$ cat src/hw/rtl/pmbw_pkg.sv
`timescale 1ns / 1ps
`default_nettype none

package pmbw_pkg;

  localparam logic [1:0] OP_PROGRAM = 2'd0;
  localparam logic [1:0] OP_HEADER  = 2'd1;
  localparam logic [1:0] OP_DATA    = 2'd2;

  localparam logic [2:0] ST_ENTRY_SET      = 3'd0;
  localparam logic [2:0] ST_ACCEPTED       = 3'd1;
  localparam logic [2:0] ST_NO_MATCH       = 3'd2;
  localparam logic [2:0] ST_OUT_OF_RANGE   = 3'd3;
  localparam logic [2:0] ST_BYTE_WRITTEN   = 3'd4;
  localparam logic [2:0] ST_BYTE_DISCARDED = 3'd5;

  typedef struct packed {
    logic [1:0]  opcode;
    logic [3:0]  entry_index;
    logic        entry_enable;
    logic [15:0] from_port;
    logic [15:0] to_port;
    logic [31:0] start_offset;
    logic [15:0] payload_length;
    logic [7:0]  payload_byte;
  } in_req_t;

  typedef struct packed {
    logic [2:0] status;
    logic [3:0] matched_index;
    logic [9:0] write_offset;
  } out_res_t;

  typedef struct packed {
    logic [15:0] src;
    logic [15:0] dst;
  } port_pair_t;

  typedef struct packed {
    logic       en;
    logic       valid;
    port_pair_t pair;
  } tbl_wr_t;

  typedef struct packed {
    logic done;
    logic found;
  } scan_stat_t;

endpackage

`default_nettype wire

$ cat src/hw/rtl/pmbw_ram.sv
`timescale 1ns / 1ps
`default_nettype none

module pmbw_ram #(
  parameter int WIDTH = 8,
  parameter int DEPTH = 16,
  localparam int AW = (DEPTH > 1) ? $clog2(DEPTH) : 1
) (
  input  wire logic             clk,
  input  wire logic             wr_en,
  input  wire logic [AW-1:0]    wr_addr,
  input  wire logic [WIDTH-1:0] wr_data,
  input  wire logic             rd_en,
  input  wire logic [AW-1:0]    rd_addr,
  output logic      [WIDTH-1:0] rd_data
);

  logic [WIDTH-1:0] mem [DEPTH];

  always_ff @(posedge clk) begin
    if (wr_en) begin
      mem[wr_addr] <= wr_data;
    end
    if (rd_en) begin
      rd_data <= mem[rd_addr];
    end
  end

endmodule

`default_nettype wire

$ cat src/hw/rtl/pmbw_table.sv
`timescale 1ns / 1ps
`default_nettype none

module pmbw_table #(
  parameter int NUM_ENTRIES = 16,
  localparam int IDX_W = (NUM_ENTRIES > 1) ? $clog2(NUM_ENTRIES) : 1
) (
  input  wire logic                   clk,
  input  wire logic                   rst_n,
  input  wire pmbw_pkg::tbl_wr_t      wr,
  input  wire logic [IDX_W-1:0]       wr_idx,
  input  wire logic                   go,
  input  wire pmbw_pkg::port_pair_t   key,
  output pmbw_pkg::scan_stat_t        stat,
  output logic      [IDX_W-1:0]       hit_idx
);

  typedef enum logic [1:0] {S_IDLE, S_READ, S_CMP} state_t;

  localparam logic [IDX_W-1:0] LAST = IDX_W'(NUM_ENTRIES - 1);

  state_t                  state_r;
  logic [IDX_W-1:0]        ptr_r;
  logic [NUM_ENTRIES-1:0]  valid_r;
  pmbw_pkg::scan_stat_t    stat_r;
  logic [IDX_W-1:0]        hit_r;
  pmbw_pkg::port_pair_t    rd_pair;
  logic                    hit_now;

  pmbw_ram #(
    .WIDTH ($bits(pmbw_pkg::port_pair_t)),
    .DEPTH (NUM_ENTRIES)
  ) u_entries (
    .clk     (clk),
    .wr_en   (wr.en),
    .wr_addr (wr_idx),
    .wr_data (wr.pair),
    .rd_en   (state_r == S_READ),
    .rd_addr (ptr_r),
    .rd_data (rd_pair)
  );

  // shared compare unit: one entry per visit
  assign hit_now = valid_r[ptr_r] && (rd_pair == key);

  always_ff @(posedge clk) begin
    if (!rst_n) begin
      state_r <= S_IDLE;
      ptr_r   <= '0;
      valid_r <= '0;
      stat_r  <= '0;
    end else begin
      if (wr.en) begin
        valid_r[wr_idx] <= wr.valid;
      end
      unique case (state_r)
        S_IDLE: begin
          stat_r.done <= 1'b0;
          if (go) begin
            ptr_r   <= '0;
            state_r <= S_READ;
          end
        end
        S_READ: begin
          stat_r.done <= 1'b0;
          state_r     <= S_CMP;
        end
        S_CMP: begin
          if (hit_now) begin
            stat_r  <= '{done: 1'b1, found: 1'b1};
            hit_r   <= ptr_r;
            state_r <= S_IDLE;
          end else if (ptr_r == LAST) begin
            stat_r  <= '{done: 1'b1, found: 1'b0};
            state_r <= S_IDLE;
          end else begin
            stat_r.done <= 1'b0;
            ptr_r       <= ptr_r + 1'b1;
            state_r     <= S_READ;
          end
        end
        default: begin
          stat_r.done <= 1'b0;
          state_r     <= S_IDLE;
        end
      endcase
    end
  end

  assign stat    = stat_r;
  assign hit_idx = hit_r;

endmodule

`default_nettype wire

$ cat src/hw/rtl/port_matched_buffer_writer.sv
`timescale 1ns / 1ps
`default_nettype none

// Channel   Ports                    Handshake
// request   start, busy, in_req      taken when start is high and busy is low
// result    out_valid, out_res       one-cycle strobe, always taken
//
// Program and data results come in the cycle after the request; unused ones give none.
// A header scans the entry table through one compare unit, each entry by a
// registered table read, then a compare; a hit in slot k ends the scan there, a miss
// visits every entry, and the result appears in the cycle busy falls.
// Synchronous active-low reset clears the table valid bits and any open packet.
// The receiver cannot stall; busy is the only back-pressure.

module port_matched_buffer_writer #(
  parameter int NUM_ENTRIES  = 16,
  parameter int BUFFER_BYTES = 1024
) (
  input  wire logic              clk,
  input  wire logic              rst_n,
  input  wire logic              start,
  input  wire pmbw_pkg::in_req_t in_req,
  output logic                   busy,
  output logic                   out_valid,
  output pmbw_pkg::out_res_t     out_res
);

  localparam int IDX_W     = (NUM_ENTRIES > 1) ? $clog2(NUM_ENTRIES) : 1;
  localparam int OFF_W     = $clog2(BUFFER_BYTES + 1);
  localparam int BUF_DEPTH = NUM_ENTRIES * BUFFER_BYTES;
  localparam int BUF_AW    = $clog2(BUF_DEPTH);

  typedef enum logic {T_IDLE, T_SCAN} state_t;

  state_t                 state_r;
  logic                   out_valid_r;
  pmbw_pkg::out_res_t     out_res_r;
  logic                   open_r;
  logic [IDX_W-1:0]       cur_idx_r;
  logic [OFF_W-1:0]       next_off_r;
  logic [15:0]            bytes_left_r;
  pmbw_pkg::port_pair_t   key_r;
  logic [31:0]            off_r;
  logic [15:0]            len_r;

  logic                   accept;
  logic                   prog_ok;
  pmbw_pkg::tbl_wr_t      tbl_wr;
  logic                   scan_go;
  pmbw_pkg::scan_stat_t   scan_stat;
  logic [IDX_W-1:0]       hit_idx;
  logic [32:0]            range_sum;
  logic                   out_of_range;
  logic                   buf_we;
  logic [BUF_AW-1:0]      buf_addr;

  assign busy   = (state_r == T_SCAN);
  assign accept = start && !busy;

  assign prog_ok     = 32'(in_req.entry_index) < NUM_ENTRIES;
  assign tbl_wr.en   = accept && (in_req.opcode == pmbw_pkg::OP_PROGRAM) && prog_ok;
  assign tbl_wr.valid = in_req.entry_enable;
  assign tbl_wr.pair = '{src: in_req.from_port, dst: in_req.to_port};
  assign scan_go     = accept && (in_req.opcode == pmbw_pkg::OP_HEADER);

  pmbw_table #(
    .NUM_ENTRIES (NUM_ENTRIES)
  ) u_table (
    .clk     (clk),
    .rst_n   (rst_n),
    .wr      (tbl_wr),
    .wr_idx  (IDX_W'(in_req.entry_index)),
    .go      (scan_go),
    .key     (key_r),
    .stat    (scan_stat),
    .hit_idx (hit_idx)
  );

  assign range_sum    = {1'b0, off_r} + 33'(len_r);
  assign out_of_range = range_sum > 33'(BUFFER_BYTES);

  assign buf_we   = accept && (in_req.opcode == pmbw_pkg::OP_DATA) && open_r;
  assign buf_addr = BUF_AW'(cur_idx_r) * BUF_AW'(BUFFER_BYTES) + BUF_AW'(next_off_r);

  pmbw_ram #(
    .WIDTH (8),
    .DEPTH (BUF_DEPTH)
  ) u_buffers (
    .clk     (clk),
    .wr_en   (buf_we),
    .wr_addr (buf_addr),
    .wr_data (in_req.payload_byte),
    .rd_en   (1'b0),
    .rd_addr ('0),
    .rd_data ()
  );

  always_ff @(posedge clk) begin
    if (!rst_n) begin
      state_r     <= T_IDLE;
      out_valid_r <= 1'b0;
      open_r      <= 1'b0;
    end else begin
      unique case (state_r)
        T_IDLE: begin
          if (start) begin
            unique case (in_req.opcode)
              pmbw_pkg::OP_PROGRAM: begin
                out_valid_r <= 1'b1;
                out_res_r   <= '{status: pmbw_pkg::ST_ENTRY_SET,
                                 matched_index: in_req.entry_index,
                                 write_offset: '0};
              end
              pmbw_pkg::OP_HEADER: begin
                out_valid_r <= 1'b0;
                key_r   <= '{src: in_req.from_port, dst: in_req.to_port};
                off_r   <= in_req.start_offset;
                len_r   <= in_req.payload_length;
                open_r  <= 1'b0;
                state_r <= T_SCAN;
              end
              pmbw_pkg::OP_DATA: begin
                out_valid_r <= 1'b1;
                if (open_r) begin
                  out_res_r    <= '{status: pmbw_pkg::ST_BYTE_WRITTEN,
                                    matched_index: 4'(cur_idx_r),
                                    write_offset: 10'(next_off_r)};
                  next_off_r   <= next_off_r + 1'b1;
                  bytes_left_r <= bytes_left_r - 1'b1;
                  if (bytes_left_r == 16'd1) begin
                    open_r <= 1'b0;
                  end
                end else begin
                  out_res_r <= '{status: pmbw_pkg::ST_BYTE_DISCARDED,
                                 matched_index: '0, write_offset: '0};
                end
              end
              default: begin
                out_valid_r <= 1'b0;
              end
            endcase
          end else begin
            out_valid_r <= 1'b0;
          end
        end
        T_SCAN: begin
          if (scan_stat.done) begin
            out_valid_r <= 1'b1;
            state_r     <= T_IDLE;
            if (!scan_stat.found) begin
              out_res_r <= '{status: pmbw_pkg::ST_NO_MATCH,
                             matched_index: '0, write_offset: '0};
            end else if (out_of_range) begin
              out_res_r <= '{status: pmbw_pkg::ST_OUT_OF_RANGE,
                             matched_index: 4'(hit_idx), write_offset: '0};
            end else begin
              out_res_r    <= '{status: pmbw_pkg::ST_ACCEPTED,
                                matched_index: 4'(hit_idx),
                                write_offset: 10'(off_r)};
              cur_idx_r    <= hit_idx;
              next_off_r   <= OFF_W'(off_r);
              bytes_left_r <= len_r;
              open_r       <= (len_r != 16'd0);
            end
          end else begin
            out_valid_r <= 1'b0;
          end
        end
        default: begin
          out_valid_r <= 1'b0;
          state_r     <= T_IDLE;
        end
      endcase
    end
  end

  assign out_valid = out_valid_r;
  assign out_res   = out_res_r;

endmodule

`default_nettype wire

$ cat config.mk
export PLATFORM = sky130hd
export DESIGN_NAME = port_matched_buffer_writer
export DESIGN_NICKNAME = d
export VERILOG_FILES = /design/src/hw/rtl/pmbw_pkg.sv /design/src/hw/rtl/pmbw_ram.sv /design/src/hw/rtl/pmbw_table.sv /design/src/hw/rtl/port_matched_buffer_writer.sv
export SDC_FILE = /design/constraint.sdc
export NUM_CORES = 1
export LEC_CHECK = 0
export BUFFER_PORTS_ARGS = -buffer_cell sky130_fd_sc_hd__buf_4
export CAP_MARGIN = 20
export CORE_MARGIN = 2
export CORE_UTILIZATION = 55
export CTS_CLUSTER_DIAMETER = 60
export CTS_CLUSTER_SIZE = 14
export DETAILED_ROUTE_END_ITERATION = 6
export GPL_TIMING_DRIVEN = 0
export HOLD_SLACK_MARGIN = 0.1
export PLACE_DENSITY = 0.78
export SLEW_MARGIN = 20
export SYNTH_ARGS = -nofsm -noshare
export SYNTH_HDL_FRONTEND = slang
export SYNTH_SLANG_ARGS = --single-unit
$ cat constraint.sdc
create_clock -name clk -period 5.9 [get_ports clk]
set_input_delay 1.77 -clock clk [delete_from_list [all_inputs] [get_ports clk]]
set_output_delay 1.77 -clock clk [all_outputs]
set_load 0.01 [all_outputs]
-- Word level (Yosys, flattened, before mapping)
Memories as Yosys holds them, arrays and structs flattened. A register that Yosys moved wholly into a read port is not among the register bits.
Cells that the tools add are included.
- memory bits (writable): 512
- bits of input ports: 98
- output and inout bits: 19
- memories: 1
- logic and storage cells: 124
- register bits: 159
- memories (name ; words ; width ; read ports ; clocked after memory_dff ; wr ports ; RTL line ; text):
    u_table.u_entries.mem ; 16 ; 32 ; 1 ; 1 ; 1 ; pmbw_ram.sv:18 ; logic [WIDTH-1:0] mem [DEPTH];
- equality and inequality tests: 18
- reduce and logical (&&, ||, !) cells: 21
- bitwise logic cells: 2
- add/sub/neg operators: 4
- $lt $le $gt $ge: 4
- muxes and demuxes: 55
- operator list (operator ; count):
    two-way mux 16 bit ; 8
    one-hot mux 17 bit (2 select lines) ; 2
    two-way mux 11 bit ; 6
    two-way mux 17 bit ; 2
    adder 32 x 16 -> 33 bit ; 1
    greater-than comparator 33 x 11 -> 1 bit (second input constant) ; 1
    equality test 32 bit ; 1
    one-hot mux 16 bit (2 select lines) ; 1
    one-hot mux 11 bit (2 select lines) ; 1
    two-way mux 1 bit ; 19
    bitwise mux 16 bit ; 1
    equality test 16 x 1 -> 1 bit (second input constant) ; 1
    nonzero test 16 bit ; 1
    subtractor 16 x 1 -> 16 bit (second input constant) ; 1
    two-way mux 15 bit ; 1
    inequality test 2 bit (second input constant) ; 7
    two-way mux 4 bit ; 3
    AND reduction 4 bit ; 3
    adder 11 x 1 -> 11 bit (second input constant) ; 1
    < comparator 4 x 5 -> 1 bit (second input constant) ; 2
    AND reduction 5 bit ; 2
    one-hot mux 1 bit (2 select lines) ; 4
    one-hot mux 4 bit (2 select lines) ; 1
    AND reduction 7 bit ; 1
    other kinds (19) ; 33

-- Depth between registers and ports, before layout
- depth in word-level cells: 6
- depth in mapped cells: 12

-- Modules after synthesis
A second synthesis with hierarchy kept.
- cells, all modules: 1632
- area, all modules: 28821.4 um2
- modules (own cells, without submodules) (module ; area an instance (um2) ; cells each ; times used ; sequential area each (um2)):
    pmbw_ram ; 20174.3 ; 838 ; 1 ; 16335.7
    port_matched_buffer_writer ; 6859.1 ; 588 ; 1 ; 3873.7
    pmbw_table ; 1788.0 ; 206 ; 1 ; 600.6

-- Worst setup path before layout
OpenSTA, ideal clock, no wires.
- path kind: input to register
- start point: input port start
- end point: register key_r[0] in the netlist's numbering, enable pin
- arrival time: 5.574 ns
- slack: -0.193 ns
- stages: 3
- library setup time: 0.519 ns
- path through: nand2_1 -> or3_1 -> nor2_1
- word-level cells in the longest chain between the ends: 1
- RTL lines (what ; RTL line ; text):
    from (decl) ; port_matched_buffer_writer.sv:21 ; input wire logic start,
    AND reduction 4 bit (no source line) ; n/a ;
    to (signal assigned) ; port_matched_buffer_writer.sv:116 ; key_r <= '{src: in_req.from_port, dst: in_req.to_port};
    to (decl) ; port_matched_buffer_writer.sv:42 ; pmbw_pkg::port_pair_t key_r;
Every way passes these cells.
A chain may end at the register's enable or synchronous reset.

-- Worst setup path after layout
- start point: register off_r[0]
- end point: register bytes_left_r[10], enable pin
- word-level cells in the longest chain between the ends: 4
- RTL lines (what ; RTL line ; text):
    from (decl) ; port_matched_buffer_writer.sv:43 ; logic [31:0] off_r;
    from (signal assigned) ; port_matched_buffer_writer.sv:117 ; off_r <= in_req.start_offset;
    adder 32 x 16 -> 33 bit ; port_matched_buffer_writer.sv:79 ; assign range_sum = {1'b0, off_r} + 33'(len_r);
    greater-than comparator 33 x 11 -> 1 bit ; port_matched_buffer_writer.sv:80 ; assign out_of_range = range_sum > 33'(BUFFER_BYTES);
    inequality test 2 bit (no source line) ; n/a ;
    AND reduction 7 bit (no source line) ; n/a ;
    to (signal assigned) ; port_matched_buffer_writer.sv:129 ; bytes_left_r <= bytes_left_r - 1'b1;
    to (signal assigned) ; port_matched_buffer_writer.sv:162 ; bytes_left_r <= len_r;
    to (decl) ; port_matched_buffer_writer.sv:41 ; logic [15:0] bytes_left_r;
Every way passes these cells.

==> summary.txt <==
Outcome
  • Status: finished, final reports clean

Placement
  • Detailed-placement wirelength estimate: 42600 um
  • Placer Congestion: 0.899
  • PortBufs: 106

Synthesis
  • Synth Area in Simple Gates: 4.20%
  • Most area-consuming cells after synthesis: edfxtp_1 72%, mux4_2 13%, dfxtp_1 1.9%
  • Netlist cell types: 75
  • Main combinational cell family by area after synthesis: multiplexers
  • Post-synth top area share: 71.8%
  • Post-synthesis sequential area ratio: 73.8%
  • Yosys warning total: 0
  • Synth Area in Compound Gates: 4.31%
  • Mux contribution to synthesized area: 13.5%
  • Cell with the most instances after synthesis: edfxtp_1
  • Post-synth top cells: 675 x edfxtp_1, 165 x mux4_2, 70 x nand2_1
  • Synth Area in XOR/XNOR: 2.02%
  • Syn nets: 1579
  • Post-Syn Area: 28200 um^2
  • Area leader, netlist: edfxtp_1
  • Synth Area per Inst: 19.3 um^2
  • Number of synthesized register bits: 702
  • Top_reg_cell synth: edfxtp_1
  • Asr flop ratio synth: 0%
  • Post-synth EDFFs: 675
  • Post-Syn Instances: 1460
  • Adder-Cell Fraction of Synth Area: 0.958%

Critical path
  • CP most frequent cell: nand4_1
  • CP bufs+invs: 1
  • R2R depth: 12
  • R2r setup slk: 1470 ps
  • Startpoint Class: flop
  • Slowest CP cell: nor4_4
  • Worst path depth: 12
  • Crit. End Element: flop
  • Top cell family by delay on the critical path: compound AO/OA/AOI/OAI gates
  • Crit path DAT: 4750 ps
  • WS Path Type: flop to flop
  • Crit path max fanout: 18
  • Required @ worst endpoint: 6220 ps
  • Worst path max stage delay: 490 ps
  • Worst-path cell chain: ha_1 > fa_1 > a211oi_1 > o21ai_0 > xnor2_1 > nand4_1 > o41ai_4 > nand4_1 > nor4_4 > nand3_1 > a21oi_4 > buf_16

Layout
  • Final core occ: 63.9%
  • Final Net Count: 1794
  • Layout cells sized above 1: 25.9%
  • Area Growth Syn to Fin: 15.5%

Power and ir drop
  • Internal: 7.59 mW
  • Switching pwr: 1.99 mW
  • Sequential power share: 57.5%
  • Peak supply drop: 0.000343 V
  • Clock network power share: 38.2%
  • PwrDens: 294 nW/um^2
  • Sw Share: 20.7%
  • Comb power frac: 4.2%
  • P_leak: 10.1 nW

Floorplan
  • Cell row count: 83
  • Top Ports: 117
  • Starting Density: 55.3%
  • Die Height: 230 um
  • Die Wd: 230 um
  • Core footprint: 51000 um^2
  • Die ar.: 53100 um^2

Route
  • Post-DR wirelength/cell: 27.9 um
  • DR pass1 iterations: 7
  • DRC: 0
  • Final WL: 66400 um
  • Vias per Instance: 6.42
  • DRT iter0 DRCs: 1976
  • Via count: 15300
  • Post-DRT Antenna Nets: 0

GRT
  • First-pass GRT wire length: 99400 um
  • Gr usage total: 25.6%
  • Gr ovfl total: 0
  • Initial antenna violation count: 1
  • Largest net degree at the start of global routing: 30
  • Vias in the first global route: 15800

STA
  • RSZ-0062 raised after global routing: false
  • Max Clk Rate: 226 MHz
  • Skew final: 53.5 ps
  • Max Slew Vio Count: 0
  • Period Utilization, post-route: 75.1%
  • Setup Viol. Count Final: 0
  • Slew HR: 29.0%
  • Clock period minus worst slack: 4430 ps
  • Fin. Hold Viols: 0
  • Final hold slack: 455 ps
  • Worst Tran Pin Value: 1060 ps

CTS
  • Max Buffers Root-to-Sink: 3
  • Clk slew on worst S/H paths: 70 ps
  • Post-CTS setup buffer count: 0
  • CTS tree: yes
  • Clock root buffer: clkbuf_16
  • Total CTS buffers: 59
  • TritonCTS Sinks: 702
  • # H-tree levels: 2
  • Post_cts resized: 0
  • Worst skew pair latency: 670 ps
  • Hold_buf cts: 0

Worst hold path
  • Worst Hold Class: flop to flop
  • Worst hold path stage count: 0

Job
  • MaxCap Viol Count: 0
[layout by cell type (no fill, tap or decap), types with 4 or more instances in the layout]
master     instances
nor2_1            36
ha_1              20
buf_2              8
inv_8              4
o21ai_0           47
clkbuf_1          53
a22o_1            10
buf_6              7
nor3_2             4
a31oi_1            5
nor2_4            13
a21o_1             9
mux2i_1            7
edfxtp_1         675
xor2_1            14
and3_1            11
dfxtp_1           27
xnor2_1           51
or3_1              4
mux4_2           165
o211ai_1           5
clkbuf_16         59
buf_4            122
nand2_1           70
o21a_1             7
a21oi_1           39
a222oi_1           4
inv_1             17
nor2b_1            6
nand3_1           23
clkbuf_2           4
nor3_1            11
nand4_1           24
buf_16            20
buf_12             6
nor4_1            16
buf_1             16
[layer usage]
metal	share of wire (%)	GRT usage [%]
met5	0	0
met4	3.9	10.9
met3	8.8	4.47
met2	49	41.5
met1	38	34.7
[worst paths after layout]
| check | startpoint | end |
|---|---|---|
| max | off_r[0] | bytes_left_r[10] |
| min reg2reg | u_table.ptr_r[2] | u_table.hit_idx[2] |
| min | u_table.ptr_r[2] | u_table.hit_idx[2] |
| max reg2reg | off_r[0] | bytes_left_r[10] |
[logic make-up after synthesis]
kind of cell             Yosys count
AO/OA/AOI/OAI                    172
XOR/XNOR                          65
adder cells (fa/ha/maj)           21
buffers and inverters             86
flip-flops                       702
multiplexers                     175
AND/OR/NAND/NOR                  239
[sequential cells by signal, indices dropped and copies added, names as in the netlist, 10 cells and up]
signal,flops
key_r,32
bytes_left_r,16
u_table.u_entries.rd_data,32
out_res,17
next_off_r,10
off_r,32
u_table.valid_r,16
u_table.u_entries.mem,512
len_r,16
[power by group through the flow]
stage	sequential [mW]	combinational (mW)	clock, mW
3_5_place_dp	5.62	0.400	0
3_3_place_gp	5.62	0.370	0
5_1_grt	5.51	0.436	3.88
2_1_floorplan	5.62	0.211	0
6_report	5.51	0.406	3.66
4_1_cts	5.51	0.404	3.70
[cell type report]
cell class                      instances  area (um^2)
Fill cell                            3291        18400
Tap cell                              680          851
Antenna cell                            1         2.50
Inverter                               17         63.8
Clock inverter                         10          194
Multi-Input combinational cell        672         7200
Buffer                                 69          285
Timing Repair Buffer                  154         1660
Clock buffer                           73         1530
Sequential cell                       702        20800
[through the flow]
step	setup TNS, ps	cells	worst slack (ps)	instance area, um^2	total power [mW]
6_report	0	2378	1470	32600	9.58
5_1_grt	0	2377	1200	32600	9.83
4_1_cts	0	2375	1460	32600	9.62
3_5_place_dp	0	2292	1510	30800	6.02
3_3_place_gp	-415410	2246	-2450	29900	5.99
2_1_floorplan	0	1460	451	28200	5.83
Power figures use the tool's default switching activity.
